==> config.mk <==
export PLATFORM = sky130hd
export DESIGN_NAME = sha256_message_hasher
export DESIGN_NICKNAME = d
export VERILOG_FILES = /design/src/rtl/shamh_pkg.sv /design/src/rtl/shamh_datapath.sv /design/src/rtl/shamh_controller.sv /design/src/rtl/sha256_message_hasher.sv
export SDC_FILE = /design/constraint.sdc
export NUM_CORES = 2
export LEC_CHECK = 0
export BUFFER_PORTS_ARGS = -buffer_cell sky130_fd_sc_hd__buf_2
export CAP_MARGIN = 40
export CORE_UTILIZATION = 53
export CTS_CLUSTER_SIZE = 25
export DETAILED_ROUTE_END_ITERATION = 10
export PLACE_DENSITY = 0.69
export SYNTH_ARGS = -nofsm -noshare
export SYNTH_HDL_FRONTEND = slang
export SYNTH_SLANG_ARGS = --single-unit
==> constraint.sdc <==
create_clock -name aclk -period 33.1 [get_ports aclk]
set_input_delay 4.965 -clock aclk [delete_from_list [all_inputs] [get_ports aclk]]
set_output_delay 4.965 -clock aclk [all_outputs]
set_load 0.01 [all_outputs]
==> src/rtl/shamh_pkg.sv <==
// Shared types, constants and the rotate function for the message hasher.
`timescale 1ns / 1ps
package shamh_pkg;
    typedef enum logic [2:0] {
        ST_IDLE, ST_LOAD, ST_ROUND, ST_FOLD, ST_OUT, ST_PAD
    } state_t;

    typedef enum logic [1:0] {
        SRC_DATA, SRC_ZERO, SRC_LEN_HI, SRC_LEN_LO
    } wsrc_t;

    // Commands from the controller to the datapath.
    typedef struct packed {
        logic        push;      // store one word into the block buffer
        wsrc_t       src;
        logic        add_len;   // add this beat's bits to the length
        logic        load_wv;   // copy chain value into working vars
        logic        round;     // run one compression round
        logic        fold;      // add working vars into chain value
        logic        out_load;  // present digest word
        logic [2:0]  out_idx;
        logic        clear;     // back to initial state
    } cmd_t;

    typedef struct packed {
        logic [3:0] word_pos;
        logic [5:0] round_idx;
    } status_t;

    localparam logic [7:0] PAD_BYTE = 8'h80;

    localparam logic [31:0] INIT_HASH [8] = '{
        32'h6a09e667, 32'hbb67ae85, 32'h3c6ef372, 32'ha54ff53a,
        32'h510e527f, 32'h9b05688c, 32'h1f83d9ab, 32'h5be0cd19
    };

    localparam logic [31:0] ROUND_K [64] = '{
        32'h428a2f98, 32'h71374491, 32'hb5c0fbcf, 32'he9b5dba5, 32'h3956c25b, 32'h59f111f1,
        32'h923f82a4, 32'hab1c5ed5, 32'hd807aa98, 32'h12835b01, 32'h243185be, 32'h550c7dc3,
        32'h72be5d74, 32'h80deb1fe, 32'h9bdc06a7, 32'hc19bf174, 32'he49b69c1, 32'hefbe4786,
        32'h0fc19dc6, 32'h240ca1cc, 32'h2de92c6f, 32'h4a7484aa, 32'h5cb0a9dc, 32'h76f988da,
        32'h983e5152, 32'ha831c66d, 32'hb00327c8, 32'hbf597fc7, 32'hc6e00bf3, 32'hd5a79147,
        32'h06ca6351, 32'h14292967, 32'h27b70a85, 32'h2e1b2138, 32'h4d2c6dfc, 32'h53380d13,
        32'h650a7354, 32'h766a0abb, 32'h81c2c92e, 32'h92722c85, 32'ha2bfe8a1, 32'ha81a664b,
        32'hc24b8b70, 32'hc76c51a3, 32'hd192e819, 32'hd6990624, 32'hf40e3585, 32'h106aa070,
        32'h19a4c116, 32'h1e376c08, 32'h2748774c, 32'h34b0bcb5, 32'h391c0cb3, 32'h4ed8aa4a,
        32'h5b9cca4f, 32'h682e6ff3, 32'h748f82ee, 32'h78a5636f, 32'h84c87814, 32'h8cc70208,
        32'h90befffa, 32'ha4506ceb, 32'hbef9a3f7, 32'hc67178f2
    };

    function automatic logic [31:0] rotr(input logic [31:0] x, input int n);
        rotr = (x >> n) | (x << (32 - n));
    endfunction
endpackage

==> src/rtl/shamh_datapath.sv <==
// Block buffer, message schedule, round logic, chain value and digest output.
`timescale 1ns / 1ps
module shamh_datapath (
    input  logic             aclk,
    input  logic             aresetn,
    input  shamh_pkg::cmd_t  cmd,
    input  logic [31:0]      in_word,
    input  logic [5:0]       in_bits,
    output shamh_pkg::status_t status,
    output logic [31:0]      out_word
);
    import shamh_pkg::*;

    logic [31:0] w_reg [16];
    logic [31:0] h_reg [8];
    logic [31:0] v_reg [8];
    logic [63:0] len_reg;
    logic [3:0]  pos_reg;
    logic [5:0]  rnd_reg;
    logic [31:0] out_reg;
    logic [31:0] push_word;
    logic [31:0] w_new, s0, s1, big0, big1, ch, maj, t1, t2;

    always_comb begin
        case (cmd.src)
            SRC_DATA:   push_word = in_word;
            SRC_LEN_HI: push_word = len_reg[63:32];
            SRC_LEN_LO: push_word = len_reg[31:0];
            default:    push_word = '0;
        endcase
        s0 = rotr(w_reg[1], 7) ^ rotr(w_reg[1], 18) ^ (w_reg[1] >> 3);
        s1 = rotr(w_reg[14], 17) ^ rotr(w_reg[14], 19) ^ (w_reg[14] >> 10);
        w_new = s1 + w_reg[9] + s0 + w_reg[0];
        big1 = rotr(v_reg[4], 6) ^ rotr(v_reg[4], 11) ^ rotr(v_reg[4], 25);
        ch   = (v_reg[4] & v_reg[5]) ^ (~v_reg[4] & v_reg[6]);
        t1   = v_reg[7] + big1 + ch + ROUND_K[rnd_reg] + w_reg[0];
        big0 = rotr(v_reg[0], 2) ^ rotr(v_reg[0], 13) ^ rotr(v_reg[0], 22);
        maj  = (v_reg[0] & v_reg[1]) ^ (v_reg[0] & v_reg[2]) ^ (v_reg[1] & v_reg[2]);
        t2   = big0 + maj;
    end

    // Buffer acts as a sliding window during rounds: slot 0 is w[t].
    always_ff @(posedge aclk) begin
        if (cmd.push) begin
            w_reg[pos_reg] <= push_word;
        end else if (cmd.round) begin
            for (int i = 0; i < 15; i++) w_reg[i] <= w_reg[i + 1];
            w_reg[15] <= w_new;
        end
        if (cmd.load_wv) begin
            for (int i = 0; i < 8; i++) v_reg[i] <= h_reg[i];
        end else if (cmd.round) begin
            v_reg[7] <= v_reg[6];
            v_reg[6] <= v_reg[5];
            v_reg[5] <= v_reg[4];
            v_reg[4] <= v_reg[3] + t1;
            v_reg[3] <= v_reg[2];
            v_reg[2] <= v_reg[1];
            v_reg[1] <= v_reg[0];
            v_reg[0] <= t1 + t2;
        end
        if (cmd.out_load) out_reg <= h_reg[cmd.out_idx];
    end

    always_ff @(posedge aclk) begin
        if (!aresetn || cmd.clear) begin
            for (int i = 0; i < 8; i++) h_reg[i] <= INIT_HASH[i];
            len_reg <= '0;
            pos_reg <= '0;
            rnd_reg <= '0;
        end else begin
            if (cmd.fold) begin
                for (int i = 0; i < 8; i++) h_reg[i] <= h_reg[i] + v_reg[i];
            end
            if (cmd.add_len) len_reg <= len_reg + {58'd0, in_bits};
            if (cmd.push) pos_reg <= pos_reg + 4'd1;
            if (cmd.round) rnd_reg <= rnd_reg + 6'd1;
        end
    end

    assign status.word_pos  = pos_reg;
    assign status.round_idx = rnd_reg;
    assign out_word = out_reg;
endmodule

==> src/rtl/shamh_controller.sv <==
// Controller: input intake, padding sequence, round counting and digest output.
`timescale 1ns / 1ps
module shamh_controller (
    input  logic               aclk,
    input  logic               aresetn,
    input  logic               s_tvalid,
    output logic               s_tready,
    input  logic               s_last,
    input  logic [2:0]         s_count,
    output logic               m_tvalid,
    input  logic               m_tready,
    output logic [2:0]         m_index,
    output logic               m_last,
    input  shamh_pkg::status_t status,
    output shamh_pkg::cmd_t    cmd,
    output logic [5:0]         in_bits,
    output logic [1:0]         mode
);
    import shamh_pkg::*;

    // pad_reg: 0 no padding, 1 word with 0x80 at top still owed, 2 zero fill,
    // 3 low length word owed (then the final block)
    state_t      state_reg, state_next;
    logic [1:0]  pad_reg, pad_next;
    logic [2:0]  idx_reg, idx_next;
    logic        valid_reg, valid_next;
    logic [2:0]  cnt;

    assign cnt = (!s_last || s_count > 3'd4) ? 3'd4 : s_count;
    assign in_bits = {cnt, 3'b000};
    assign m_tvalid = valid_reg;
    assign m_index = idx_reg;
    assign m_last = valid_reg && (idx_reg == 3'd7);

    always_ff @(posedge aclk) begin
        if (!aresetn) begin
            state_reg <= ST_IDLE;
            pad_reg   <= '0;
            idx_reg   <= '0;
            valid_reg <= 1'b0;
        end else begin
            state_reg <= state_next;
            pad_reg   <= pad_next;
            idx_reg   <= idx_next;
            valid_reg <= valid_next;
        end
    end

    always_comb begin
        state_next = state_reg;
        pad_next   = pad_reg;
        idx_next   = idx_reg;
        valid_next = valid_reg;
        cmd        = '0;
        cmd.src    = SRC_DATA;
        s_tready   = 1'b0;
        mode       = 2'd0;
        case (state_reg)
            ST_IDLE: begin
                s_tready = 1'b1;
                if (s_tvalid) begin
                    cmd.push    = 1'b1;
                    cmd.add_len = 1'b1;
                    // mode selects masking of the data word in the top level
                    mode = s_last ? 2'd1 : 2'd0;
                    if (s_last) pad_next = (cnt == 3'd4) ? 2'd1 : 2'd2;
                    if (status.word_pos == 4'd15) state_next = ST_LOAD;
                    else if (s_last) state_next = ST_PAD;
                end
            end
            ST_PAD: begin
                // padding pushes, one word a cycle
                cmd.push = 1'b1;
                if (pad_reg == 2'd1) begin
                    mode = 2'd2;
                    pad_next = 2'd2;
                end else if (pad_reg == 2'd3) begin
                    cmd.src = SRC_LEN_LO;
                end else if (status.word_pos == 4'd14) begin
                    cmd.src  = SRC_LEN_HI;
                    pad_next = 2'd3;
                end else begin
                    cmd.src = SRC_ZERO;
                end
                if (status.word_pos == 4'd15) state_next = ST_LOAD;
            end
            ST_LOAD: begin
                cmd.load_wv = 1'b1;
                state_next  = ST_ROUND;
            end
            ST_ROUND: begin
                cmd.round = 1'b1;
                if (status.round_idx == 6'd63) state_next = ST_FOLD;
            end
            ST_FOLD: begin
                cmd.fold = 1'b1;
                if (pad_reg == 2'd3) begin
                    state_next = ST_OUT;
                    idx_next   = '0;
                end else if (pad_reg == 2'd0) begin
                    state_next = ST_IDLE;
                end else begin
                    state_next = ST_PAD;
                end
            end
            ST_OUT: begin
                if (!valid_reg || m_tready) begin
                    if (valid_reg && idx_reg == 3'd7) begin
                        valid_next = 1'b0;
                        cmd.clear  = 1'b1;
                        pad_next   = '0;
                        state_next = ST_IDLE;
                    end else begin
                        cmd.out_load = 1'b1;
                        cmd.out_idx  = valid_reg ? idx_reg + 3'd1 : 3'd0;
                        idx_next     = cmd.out_idx;
                        valid_next   = 1'b1;
                    end
                end
            end
            default: state_next = ST_IDLE;
        endcase
    end
endmodule

==> src/rtl/sha256_message_hasher.sv <==
// Top level of the SHA-256 message hasher.
//  channel | dir | fields (tdata low bit up)                   | tlast
//  s_      | in  | data_word[31:0], byte_count[34:32]          | last
//  m_      | out | digest_word[31:0], word_index[34:32]        | last_word
// Input is accepted only in the idle state; every 16th word starts a compression (a load,
// 64 rounds on the shared round unit and a fold), during which input waits.
// The last word adds padding pushes, one or two compressions and 8 output beats.
// Reset clears chain value, length and position at once; output stalls hold input.
`timescale 1ns / 1ps
module sha256_message_hasher (
    input  logic        aclk,
    input  logic        aresetn,
    input  logic        s_tvalid,
    output logic        s_tready,
    input  logic [39:0] s_tdata,   // data_word[31:0], byte_count[34:32], zero
    input  logic        s_tlast,
    output logic        m_tvalid,
    input  logic        m_tready,
    output logic [39:0] m_tdata,   // digest_word[31:0], word_index[34:32], zero
    output logic        m_tlast
);
    import shamh_pkg::*;

    cmd_t        cmd;
    status_t     status;
    logic [5:0]  in_bits;
    logic [1:0]  mode;
    logic [31:0] mask, in_word, out_word;
    logic [2:0]  m_index;

    // Keep valid bytes, put the pad byte right after them; mode 2 gives the pad word alone.
    always_comb begin
        case (in_bits[5:3])
            3'd0:    mask = 32'h0;
            3'd1:    mask = 32'hff000000;
            3'd2:    mask = 32'hffff0000;
            3'd3:    mask = 32'hffffff00;
            default: mask = 32'hffffffff;
        endcase
        if (mode == 2'd2) in_word = {PAD_BYTE, 24'd0};
        else if (mode == 2'd1 && in_bits[5:3] != 3'd4)
            in_word = (s_tdata[31:0] & mask) | ({PAD_BYTE, 24'd0} >> in_bits);
        else in_word = s_tdata[31:0];
    end

    shamh_controller u_ctrl (
        .aclk, .aresetn, .s_tvalid, .s_tready, .s_last(s_tlast),
        .s_count(s_tdata[34:32]), .m_tvalid, .m_tready, .m_index,
        .m_last(m_tlast), .status, .cmd, .in_bits, .mode
    );

    shamh_datapath u_dp (
        .aclk, .aresetn, .cmd, .in_word, .in_bits, .status, .out_word
    );

    assign m_tdata = {5'd0, m_index, out_word};
endmodule

==> impl_metrics.json <==
{
  "syn-cell-area_um2": 75000,
  "drc": 0,
  "rsz0062_at_grt": "false",
  "setup-tns-final_ns": 0,
  "start_kind": "register",
  "cpMostUsedCell": "a21oi_1",
  "die_area_um2": 143000,
  "dominantRegCellSynth": "edfxtp_1",
  "gr-usage-all-layers": 0.324,
  "antenna_left": 0,
  "port_buffers": 77,
  "layout_min_cycle_time_ns": 11.11,
  "mostFrequentLayoutCell": "edfxtp_1",
  "clock-sinks": 1136,
  "gp_congestion": 1.02,
  "core_um2": 140000,
  "outcome": "completed",
  "clock_latency_ns": 0.79,
  "ys_ff_latch": 1136,
  "wl_per_cell_um": 25.1,
  "cts_tree": "yes",
  "htreeDepth": 4,
  "ctsHoldBuffers": 0,
  "grt_pass1_vias": 55336,
  "worst-setup-path-type": "register to register",
  "fin_crit_sh": 0.335,
  "ys_types": 112,
  "cp.required_ns": 33.63,
  "start_util": 0.536,
  "drtIter0Drc": 6153,
  "slowest_stage": "o21ai_0",
  "report.final.slew_viol_count": 0,
  "syn_inst": 7402,
  "grt_max_degree": 211,
  "setup_viol": 0,
  "grt_pass1_wl_um": 347000,
  "cts_buffers": 131,
  "end_kind": "register",
  "largest_reg_flops": 512,
  "critPathArrivalTime_ns": 11.63,
  "async_reset_ff_frac": 0,
  "max_slew.worst_pin.slew_ns": 1.18,
  "area_delta_synth_final_pct": 9.02,
  "min_path_type": "register to register",
  "routed_wl_um": 234000,
  "io_pins": 88,
  "fmax_ghz": 0.0900,
  "dr.pass1.iters": 6,
  "ys.warnings.count": 0,
  "synth-edff-count": 1056,
  "nets": 8000,
  "die_h_um": 378,
  "dpl.hpwl_um": 172000,
  "cts_setup_buffers": 0,
  "final_cell_mix": "edfxtp_1, nand2_1, a21o_1",
  "avgSynthCellArea_um2": 10.1,
  "cp_max_fo": 22,
  "cts_resized": 0,
  "drive_above_1_share": 0.0721,
  "slowest_delay_ns": 0.70,
  "antenna_found_initial": 4,
  "die_width_um": 378,
  "ys_seq_area_frac": 0.444,
  "fp-row-count": 137,
  "root_buffer": "clkbuf_16",
  "maxCapViolCount": 0,
  "skew_ns": 0.0501,
  "slew_headroom": 0.215,
  "clk_transition_reported_paths_ns": 0.06,
  "finalHoldViolations": 0,
  "overflow": 0,
  "ctsLongestPathBuffers": 3,
  "vias": 58103,
  "vias_per_cell": 6.22
}
kinds of logic after synthesis:
group	synth area share
buffers and inverters	0.0397
xor gates and xnor gates	0.0681
DFF	0.444
adders and majority gates	0.120
muxes	0.0194
AOI/OAI and AO/OA	0.177
and+or+nand+nor	0.131
other	0.0000500
layer usage:
metal / track usage / vias up / share of wire
met5: 0 / - / 0
met4: 0.150 / 0 / 0.051
met3: 0.0479 / 454 / 0.078
met2: 0.537 / 2617 / 0.48
met1: 0.419 / 28602 / 0.40
li1: - / 26430 / -
layout make-up:
type	instances	area, um^2
Timing Repair Buffer	211	1560
Clock inverter	77	845
Antenna cell	1	2.50
Sequential cell	1136	33300
Tap cell	1876	2350
Inverter	381	1430
Fill cell	11931	58100
Clock buffer	161	3390
Multi-Input combinational cell	5494	38900
metrics by stage:
step	hold WS [ns]	util	area, um^2	instances	setup slack [ns]
global placement	0.464	0.551	77100	9058	22.23
floorplan	0.449	-	75000	7406	13.25
finish	0.491	0.585	81800	9337	22.00
CTS	0.489	0.584	81700	9332	22.19
detailed placement	0.479	0.554	77500	9094	22.23
global route	0.515	0.585	81800	9336	21.49
worst max-delay path: cells and delay by family, from the launching register on:
family / cells / cell delay, ns
AND/OR/NAND/NOR: 1 / 0.37
flip-flops: 1 / 0.31
multiplexers: 1 / 0.28
XOR/XNOR: 2 / 0.67
AO/OA/AOI/OAI: 18 / 4.83
buffers and inverters: 7 / 1.35
adder cells (fa/ha/maj): 7 / 3.01
final timing paths:
| path | startpoint | end | slack, ns | cells past startpoint |
|---|---|---|---|---|
| setup / recovery | u_dp.rnd_reg[1]$_SDFFE_PP0P_ | u_dp.v_reg[0][31]$_DFFE_PP_ | 22.00 | 36 |
| hold / removal | u_dp.len_reg[63]$_SDFFE_PP0P_ | u_dp.len_reg[63]$_SDFFE_PP0P_ | 0.49 | 2 |
| setup reg to reg | u_dp.rnd_reg[1]$_SDFFE_PP0P_ | u_dp.v_reg[0][31]$_DFFE_PP_ | 22.00 | 36 |
| hold reg to reg | u_dp.len_reg[63]$_SDFFE_PP0P_ | u_dp.len_reg[63]$_SDFFE_PP0P_ | 0.49 | 2 |
synthesized netlist by cell type (all sizes together), types with 69 or more instances:
library cell | instances | area (um^2)
nor3 | 173 | 876
fa | 196 | 3920
dfxtp | 80 | 1600
xnor2 | 343 | 3000
nand2b | 69 | 432
o21ai | 377 | 1890
a21o | 698 | 5240
nand2 | 1050 | 3950
clkbuf | 308 | 1160
nor2 | 497 | 1870
buf | 87 | 394
xor2 | 235 | 2060
a21oi | 409 | 2050
edfxtp | 1056 | 31700
nand3 | 123 | 631
inv | 379 | 1420
ha | 404 | 5050
Power is not shown: default switching activity piles up to over one toggle a cycle in this logic, so the estimate is an artifact.
